[src/rtl/tlpd_pkg.sv]
// Shared types and constants for the touch long-press dimmer core.
// No dependencies; every other file refers to this package by scoped names.
package tlpd_pkg;

    // Configuration register indexes
    localparam logic [1:0] CFG_TOUCH_THRESHOLD = 2'd0;
    localparam logic [1:0] CFG_BASELINE_COUNT  = 2'd1;
    localparam logic [1:0] CFG_LONG_PRESS_MS   = 2'd2;

    // Field and register widths
    localparam int CHARGE_W    = 9;
    localparam int THRESHOLD_W = 10;
    localparam int BASELINE_W  = 9;
    localparam int HOLD_W      = 16;
    localparam int TIME_W      = 32;
    localparam int LEVEL_W     = 8;
    localparam int CFG_DATA_W  = 16;
    localparam int SUM_W       = 11;

    // Ramp and reset constants
    localparam logic [TIME_W-1:0]  RAMP_INTERVAL_MS = 32'd35;
    localparam logic [LEVEL_W-1:0] RAMP_STEP        = 8'd5;
    localparam logic [LEVEL_W-1:0] LEVEL_TOP        = 8'd220;
    localparam logic [LEVEL_W-1:0] LEVEL_BOTTOM     = 8'd30;
    localparam logic [LEVEL_W-1:0] LEVEL_RESET      = 8'd255;
    localparam logic [HOLD_W-1:0]  LONG_PRESS_RESET = 16'd2000;

    // Press tracker results for one request
    typedef struct packed {
        logic touched;      // reading counts as a touch
        logic long_flag;    // long press held after this request
        logic ended_long;   // last ended touch was a long press
        logic long_enter;   // long press began with this request
    } t_press;

endpackage

[src/rtl/tlpd_press.sv]
// Press tracker: touch detection, press start time, long-press and release flags.
// Depends on tlpd_pkg.
module tlpd_press (
    input  logic                                i_clk,
    input  logic                                i_rst_n,
    input  logic                                i_step,
    input  logic [tlpd_pkg::CHARGE_W-1:0]       i_charge_count,
    input  logic [tlpd_pkg::TIME_W-1:0]         i_now_ms,
    input  logic [tlpd_pkg::THRESHOLD_W-1:0]    i_touch_threshold,
    input  logic [tlpd_pkg::BASELINE_W-1:0]     i_baseline_count,
    input  logic [tlpd_pkg::HOLD_W-1:0]         i_long_press_ms,
    output tlpd_pkg::t_press                    o_press
);

    logic                          r_held;
    logic                          r_long;
    logic                          r_ended;
    logic [tlpd_pkg::TIME_W-1:0]   r_start;

    logic                          n_held;
    logic                          n_long;
    logic                          n_ended;
    logic [tlpd_pkg::TIME_W-1:0]   n_start;

    logic [tlpd_pkg::SUM_W-1:0]    limit;
    logic                          touched;
    logic [tlpd_pkg::TIME_W-1:0]   held_ms;
    logic                          enter;

    // Compare the reading against baseline plus margin, sum kept wide
    assign limit   = tlpd_pkg::SUM_W'(i_baseline_count) + tlpd_pkg::SUM_W'(i_touch_threshold);
    assign touched = tlpd_pkg::SUM_W'(i_charge_count) > limit;

    // Press update: start, long-press test, release
    always_comb begin
        n_held  = r_held;
        n_long  = r_long;
        n_ended = r_ended;
        n_start = r_start;
        enter   = 1'b0;
        if (touched && !r_held) begin
            n_start = i_now_ms;
            n_held  = 1'b1;
            n_long  = 1'b0;
            n_ended = 1'b0;
        end
        held_ms = i_now_ms - n_start;
        if (touched && !n_long && (held_ms >= tlpd_pkg::TIME_W'(i_long_press_ms))) begin
            n_long = 1'b1;
            enter  = 1'b1;
        end
        if (!touched && r_held) begin
            n_held  = 1'b0;
            n_ended = r_long;
            n_long  = 1'b0;
        end
    end

    assign o_press = '{touched: touched, long_flag: n_long,
                       ended_long: n_ended, long_enter: enter};

    // Hold press state between requests
    always_ff @(posedge i_clk) begin
        if (!i_rst_n) begin
            r_held  <= 1'b0;
            r_long  <= 1'b0;
            r_ended <= 1'b0;
            r_start <= '0;
        end else if (i_step) begin
            r_held  <= n_held;
            r_long  <= n_long;
            r_ended <= n_ended;
            r_start <= n_start;
        end
    end

endmodule

[src/rtl/tlpd_ramp.sv]
// Brightness ramp: triangle level between bottom and top, one step per interval.
// Depends on tlpd_pkg.
module tlpd_ramp (
    input  logic                              i_clk,
    input  logic                              i_rst_n,
    input  logic                              i_step,
    input  logic [tlpd_pkg::TIME_W-1:0]       i_now_ms,
    input  tlpd_pkg::t_press                  i_press,
    output logic [tlpd_pkg::LEVEL_W-1:0]      o_level
);

    logic [tlpd_pkg::TIME_W-1:0]   r_last_ramp;
    logic [tlpd_pkg::LEVEL_W-1:0]  r_level;
    logic                          r_up;

    logic [tlpd_pkg::TIME_W-1:0]   n_last_ramp;
    logic [tlpd_pkg::LEVEL_W-1:0]  n_level;
    logic                          n_up;

    logic [tlpd_pkg::TIME_W-1:0]   since_ms;

    assign since_ms = i_now_ms - r_last_ramp;

    // Advance the level while a long press is held; entering restarts the interval
    always_comb begin
        n_last_ramp = r_last_ramp;
        n_level     = r_level;
        n_up        = r_up;
        if (i_press.long_enter) begin
            n_last_ramp = i_now_ms;
        end else if (i_press.long_flag && (since_ms >= tlpd_pkg::RAMP_INTERVAL_MS)) begin
            n_last_ramp = i_now_ms;
            if (r_up) begin
                if (r_level < (tlpd_pkg::LEVEL_TOP - tlpd_pkg::RAMP_STEP)) begin
                    n_level = r_level + tlpd_pkg::RAMP_STEP;
                end else begin
                    n_level = tlpd_pkg::LEVEL_TOP;
                    n_up    = 1'b0;
                end
            end else begin
                if (r_level > (tlpd_pkg::LEVEL_BOTTOM + tlpd_pkg::RAMP_STEP)) begin
                    n_level = r_level - tlpd_pkg::RAMP_STEP;
                end else begin
                    n_level = tlpd_pkg::LEVEL_BOTTOM;
                    n_up    = 1'b1;
                end
            end
        end
    end

    assign o_level = n_level;

    // Hold ramp state between requests
    always_ff @(posedge i_clk) begin
        if (!i_rst_n) begin
            r_last_ramp <= '0;
            r_level     <= tlpd_pkg::LEVEL_RESET;
            r_up        <= 1'b1;
        end else if (i_step) begin
            r_last_ramp <= n_last_ramp;
            r_level     <= n_level;
            r_up        <= n_up;
        end
    end

endmodule

[src/rtl/touch_long_press_dimmer_core.sv]
// Top level of the touch long-press dimmer: handshakes, configuration, registers.
// Depends on tlpd_pkg, tlpd_press and tlpd_ramp.
//
// Takes one touch reading with its millisecond timestamp per request and returns
// one result per request: touch, long-press, last-release and brightness. A
// request is registered on entry, then processed by the press tracker and
// brightness ramp, and its result lands in the output register. A new request
// is accepted every cycle unless the result channel stalls with both registers
// full. The state loop (press flags, timestamps, level) closes through a 32-bit
// subtract and compare. Configuration writes take effect at once; the user must
// make them only while no request is in flight, the block does not enforce it.
module touch_long_press_dimmer_core (
    input  logic                                i_clk,
    input  logic                                i_rst_n,
    // configuration write port
    input  logic                                i_cfg_we,
    input  logic [1:0]                          i_cfg_index,
    input  logic [tlpd_pkg::CFG_DATA_W-1:0]     i_cfg_data,
    // request channel
    input  logic                                i_in_valid,
    output logic                                o_in_stall,
    input  logic [tlpd_pkg::CHARGE_W-1:0]       i_charge_count,
    input  logic [tlpd_pkg::TIME_W-1:0]         i_now_ms,
    // result channel
    output logic                                o_out_valid,
    input  logic                                i_out_stall,
    output logic                                o_touched,
    output logic                                o_long_press_active,
    output logic                                o_last_was_long,
    output logic [tlpd_pkg::LEVEL_W-1:0]        o_brightness
);

    logic [tlpd_pkg::THRESHOLD_W-1:0]  r_touch_threshold;
    logic [tlpd_pkg::BASELINE_W-1:0]   r_baseline_count;
    logic [tlpd_pkg::HOLD_W-1:0]       r_long_press_ms;

    logic                              r_in_valid;
    logic [tlpd_pkg::CHARGE_W-1:0]     r_charge_count;
    logic [tlpd_pkg::TIME_W-1:0]       r_now_ms;

    logic                              r_out_valid;
    logic                              r_touched;
    logic                              r_long;
    logic                              r_ended;
    logic [tlpd_pkg::LEVEL_W-1:0]      r_level;

    logic                              advance;
    logic                              step;
    logic                              in_take;
    tlpd_pkg::t_press                  press;
    logic [tlpd_pkg::LEVEL_W-1:0]      level_next;

    // Pipeline moves when the result register is empty or being drained
    assign advance    = !r_out_valid || !i_out_stall;
    assign step       = r_in_valid && advance;
    assign o_in_stall = r_in_valid && !advance;
    assign in_take    = i_in_valid && !o_in_stall;

    // Configuration registers
    always_ff @(posedge i_clk) begin
        if (!i_rst_n) begin
            r_touch_threshold <= '0;
            r_baseline_count  <= '0;
            r_long_press_ms   <= tlpd_pkg::LONG_PRESS_RESET;
        end else if (i_cfg_we) begin
            case (i_cfg_index)
                tlpd_pkg::CFG_TOUCH_THRESHOLD: begin
                    r_touch_threshold <= i_cfg_data[tlpd_pkg::THRESHOLD_W-1:0];
                end
                tlpd_pkg::CFG_BASELINE_COUNT: begin
                    r_baseline_count <= i_cfg_data[tlpd_pkg::BASELINE_W-1:0];
                end
                tlpd_pkg::CFG_LONG_PRESS_MS: begin
                    r_long_press_ms <= i_cfg_data[tlpd_pkg::HOLD_W-1:0];
                end
                default: begin
                end
            endcase
        end
    end

    // Input register: capture a request, drop valid once it moves on
    always_ff @(posedge i_clk) begin
        if (!i_rst_n) begin
            r_in_valid <= 1'b0;
        end else if (in_take) begin
            r_in_valid <= 1'b1;
        end else if (step) begin
            r_in_valid <= 1'b0;
        end
    end

    always_ff @(posedge i_clk) begin
        if (in_take) begin
            r_charge_count <= i_charge_count;
            r_now_ms       <= i_now_ms;
        end
    end

    tlpd_press u_press (
        .i_clk             (i_clk),
        .i_rst_n           (i_rst_n),
        .i_step            (step),
        .i_charge_count    (r_charge_count),
        .i_now_ms          (r_now_ms),
        .i_touch_threshold (r_touch_threshold),
        .i_baseline_count  (r_baseline_count),
        .i_long_press_ms   (r_long_press_ms),
        .o_press           (press)
    );

    tlpd_ramp u_ramp (
        .i_clk    (i_clk),
        .i_rst_n  (i_rst_n),
        .i_step   (step),
        .i_now_ms (r_now_ms),
        .i_press  (press),
        .o_level  (level_next)
    );

    // Result register
    always_ff @(posedge i_clk) begin
        if (!i_rst_n) begin
            r_out_valid <= 1'b0;
        end else if (advance) begin
            r_out_valid <= r_in_valid;
        end
    end

    always_ff @(posedge i_clk) begin
        if (step) begin
            r_touched <= press.touched;
            r_long    <= press.long_flag;
            r_ended   <= press.ended_long;
            r_level   <= level_next;
        end
    end

    assign o_out_valid         = r_out_valid;
    assign o_touched           = r_touched;
    assign o_long_press_active = r_long;
    assign o_last_was_long     = r_ended;
    assign o_brightness        = r_level;

endmodule
[config.mk]
export PLATFORM = sky130hd
export DESIGN_NAME = touch_long_press_dimmer_core
export DESIGN_NICKNAME = d
export VERILOG_FILES = /design/src/rtl/tlpd_pkg.sv /design/src/rtl/tlpd_press.sv /design/src/rtl/tlpd_ramp.sv /design/src/rtl/touch_long_press_dimmer_core.sv
export SDC_FILE = /design/constraint.sdc
export NUM_CORES = 1
export LEC_CHECK = 0
export CAP_MARGIN = 15
export CORE_MARGIN = 4
export CORE_UTILIZATION = 30
export DETAILED_ROUTE_END_ITERATION = 10
export DONT_BUFFER_PORTS = 1
export HOLD_SLACK_MARGIN = 0.08
export PLACE_DENSITY = 0.4
export SETUP_SLACK_MARGIN = 0.05
export SYNTH_ARGS = -nofsm -noshare
export SYNTH_HDL_FRONTEND = slang
export SYNTH_SLANG_ARGS = --single-unit
export TNS_END_PERCENT = 20
[constraint.sdc]
create_clock -name i_clk -period 17.9 [get_ports i_clk]
set_input_delay 1.79 -clock i_clk [delete_from_list [all_inputs] [get_ports i_clk]]
set_output_delay 1.79 -clock i_clk [all_outputs]
set_load 0.01 [all_outputs]
==> run metrics <==
Worst Setup SP=r_touch_threshold[0]; CTS tree=yes; row count=72; Netlist cell types=96; gr usage total=0.1551; Layout Skew=11.52 ps; RSZ-0062 raised after global routing=no; Multi-input gate area=7485 um2; CP max stage delay=580 ps; Max-slew headroom=0.2352; number of synthesized flops with an enable pin=52; Period minus WS final=8809 ps; DPL Wire Length=about 25,000 um; Crit path arrival time=about 9000 ps; Synth top area share=0.1888; Hold Fails Final Rpt=0; total CTS buffers=17; cell count after synthesis=~1,400; post-synthesis compound-gate area fraction=0.2246; layout net count=roughly 1,500; vias post-DR=around 9,600; GPL Wtd Cong=roughly 0.85; routed len/inst=17.93 um; Synth Flop Type=dfxtp_1; Routed Antenna Nets=0; max-cap violations=0; CP endpoint kind=flip-flop; run status=complete, no violations; Seq/Total Area, Yosys=0.3191; Core Box Area=39,100 um2; Seq cells post-synth=between 150 and 200; Yosys Warn Count=0; Commonest cells post-synth=nand2_1 (196), dfxtp_1 (113), ha_1 (97); initial antenna violation count=0; Worst-path clk slew=about 70 ps; Hold WC Path Type=flip-flop to flip-flop; xor and xnor area share after synthesis=0.03874; crit path to=u_ramp.r_last_ramp[3]; Peak VDD IR=roughly 0.000065 V; worst path required time=18,210 ps; Storage cell area=3824 um2; synth top area cells=dfxtp_1 (19%), edfxtp_1 (13%), ha_1 (10%); gr ovfl total=0; Detailed Route WL=around 33,000 um; Netlist Area Pre-Place=approximately 12,000 um2; PostCTS Resize Cnt=0; Hold WS=453.6 ps; Worst-Margin Slew=between 1000 and 1500 ps; Crit path max-delay family=simple AND/OR/NAND/NOR gates; FF-to-FF setup slack=~9000 ps; slowest cell on the critical path=buf_4; reg-to-reg endpoint=u_ramp.r_last_ramp[3]; main combinational cell family by area after synthesis=compound AO/OA/AOI/OAI gates; type of origin of the critical path=flip-flop; # port buffers=0; Layout area overhead=7.758%; Fillers=roughly 4,200; simple-gate share of the synthesized area=0.1813; syn avg cell area=approximately 8.7 um2; Buf/Inv on CP=3; Clock Sinks=165; Setup Buffers After CTS=0; number of diodes=0; Clock Tree Root=clkbuf_16; P_leak=approximately 5.0 nW; number of cells on the critical path=37; CP max FO=37; H-tree Lvls=4; post-synthesis adder-cell area fraction=0.1063; largest net degree at the start of global routing=about 150; fraction of registers with async set/reset=0; Die Ht=207.9 um; hold buffer count at CTS=0; residual DRC count=0; fin crit share=0.4921; initial drt markers=between 400 and 500; Final setup viols=0; most common cell in the synthesized netlist=nand2_1; fmax=between 0.1 and 0.15 GHz; CP dominant cell by count=ha_1; Synth area leader=dfxtp_1; Setup TNS=0 ps; vias per inst=5.157; layout cells sized above 1=0.05957; Syn Nets=1,547; R2R depth=37; DR pass1 iterations=5; initial core utilization=0.3065; Max Slew Vio Count=0; Boundary Pins=between 70 and 80; reg2reg start=r_touch_threshold[0]; CP Class=flip-flop to flip-flop; DIE AREA=43,200 um2; Max Root-Sink Buffers=2; pwr dens=between 90 and 100 nW/um2; vias in the first global route=a little under 10,000; Die Width=~210 um; Worst-Skew Late Latency=approximately 460 ps; post-synthesis mux area share=0.07247; first-pass GRT wire length=54,130 um
[per-layer routing]
metal  up-vias  global-route usage  part of all wire
li1       4913                   -                 -
met1      4536              0.2190              0.51
met2       122              0.2459              0.45
met3        26             0.02947             0.028
met4         0             0.03737             0.014
met5         -                   0                 0
[worst min-delay path by stage]
stage | slack (ps) | cells past startpoint | end | startpoint
after floorplan | 430 | 2 | u_ramp.r_last_ramp[10] | u_ramp.r_last_ramp[10]
after global placement | 440 | 2 | u_ramp.r_last_ramp[24] | u_ramp.r_last_ramp[24]
after detailed placement | 450 | 2 | u_ramp.r_last_ramp[29] | u_ramp.r_last_ramp[29]
after CTS | 460 | 2 | u_ramp.r_last_ramp[29] | u_ramp.r_last_ramp[29]
after global routing | 470 | 2 | u_ramp.r_last_ramp[14] | u_ramp.r_last_ramp[14]
final | 450 | 2 | u_ramp.r_last_ramp[25] | u_ramp.r_last_ramp[25]
[registers in the layout, indices dropped and copies added, names as in the netlist, 8 cells and up]
| signal | flops |
|---|---|
| r_touch_threshold | 10 |
| r_charge_count | 9 |
| r_long_press_ms | 16 |
| u_press.r_start | 32 |
| u_ramp.r_last_ramp | 32 |
| u_ramp.r_level | 8 |
| r_baseline_count | 9 |
| o_brightness | 8 |
| r_now_ms | 32 |
[placed cells by master, fill, tap and decap left out, types with 5 or more instances in the layout]
master / Yosys / final
a211oi_1: 7 / 7
or3_1: 10 / 10
and3_1: 9 / 9
o2111ai_1: 7 / 7
or4_1: 6 / 6
dfxtp_1: 113 / 113
xor2_1: 17 / 17
o21a_1: 17 / 17
o31ai_1: 8 / 8
nand3_1: 23 / 23
and4_1: 5 / 5
edfxtp_1: 52 / 52
o21ai_0: 62 / 62
nand2_1: 196 / 196
a21o_1: 16 / 16
nor2_1: 65 / 65
ha_1: 97 / 96
o211ai_1: 23 / 23
clkbuf_16: 0 / 18
o21bai_1: 7 / 7
a31oi_1: 12 / 12
nand2b_1: 17 / 17
o21ai_1: 8 / 8
o211a_1: 28 / 28
o22ai_1: 5 / 5
a21oi_1: 92 / 92
mux2_2: 5 / 5
inv_1: 82 / 82
a21boi_0: 22 / 22
mux2i_1: 80 / 80
nor3_1: 14 / 14
xnor2_1: 36 / 36
nor2b_1: 35 / 34
a221oi_1: 5 / 5
nand4_1: 27 / 27
[worst register-to-register path: cells and delay by family, from the launching register on]
kind / cells / cell delay (ps)
AOI/OAI and AO/OA: 13 / 2110
xor gates and xnor gates: 2 / 210
adders and majority gates: 6 / 2100
buffers and inverters: 3 / 1020
DFF: 1 / 320
muxes: 2 / 450
and+or+nand+nor: 11 / 2440
[through the flow]
stage / setup WS, ps / power [W] / util / std cells / cell area (um2)
6_report: 9091 / 0.001170 / 0.3303 / 1861 / 12910
5_1_grt: 8234 / 0.001250 / 0.3303 / 1861 / 12910
4_1_cts: 9025 / 0.001191 / 0.3303 / 1861 / 12910
3_5_place_dp: 9055 / 0.0007889 / 0.3146 / 1829 / 12300
3_3_place_gp: 9323 / 0.0007891 / 0.3146 / 1829 / 12300
2_1_floorplan: 9932 / 0.0007076 / - / 1383 / 11980
[logic make-up after synthesis]
| group | after synthesis |
|---|---|
| and+or+nand+nor | 442 |
| muxes | 86 |
| xor gates and xnor gates | 53 |
| AOI/OAI and AO/OA | 377 |
| DFF | 165 |
| adders and majority gates | 100 |
| buffers and inverters | 160 |
[final cells by class]
cell class,count,share of cell area
clock buffer,18,0.03488
multi-input combinational,1058,0.5797
inverter,84,0.02442
clock inverter,14,0.01240
timing repair buffer,4,0.002326
sequential,165,0.2961
tap,518,0.05019
[where the power goes]
group / switching, W / internal, W
combinational: 0.000216 / 0.000141
clock: 0.000173 / 0.000218
sequential: 0.0000165 / 0.000406
(Power assumes the default switching activity.)
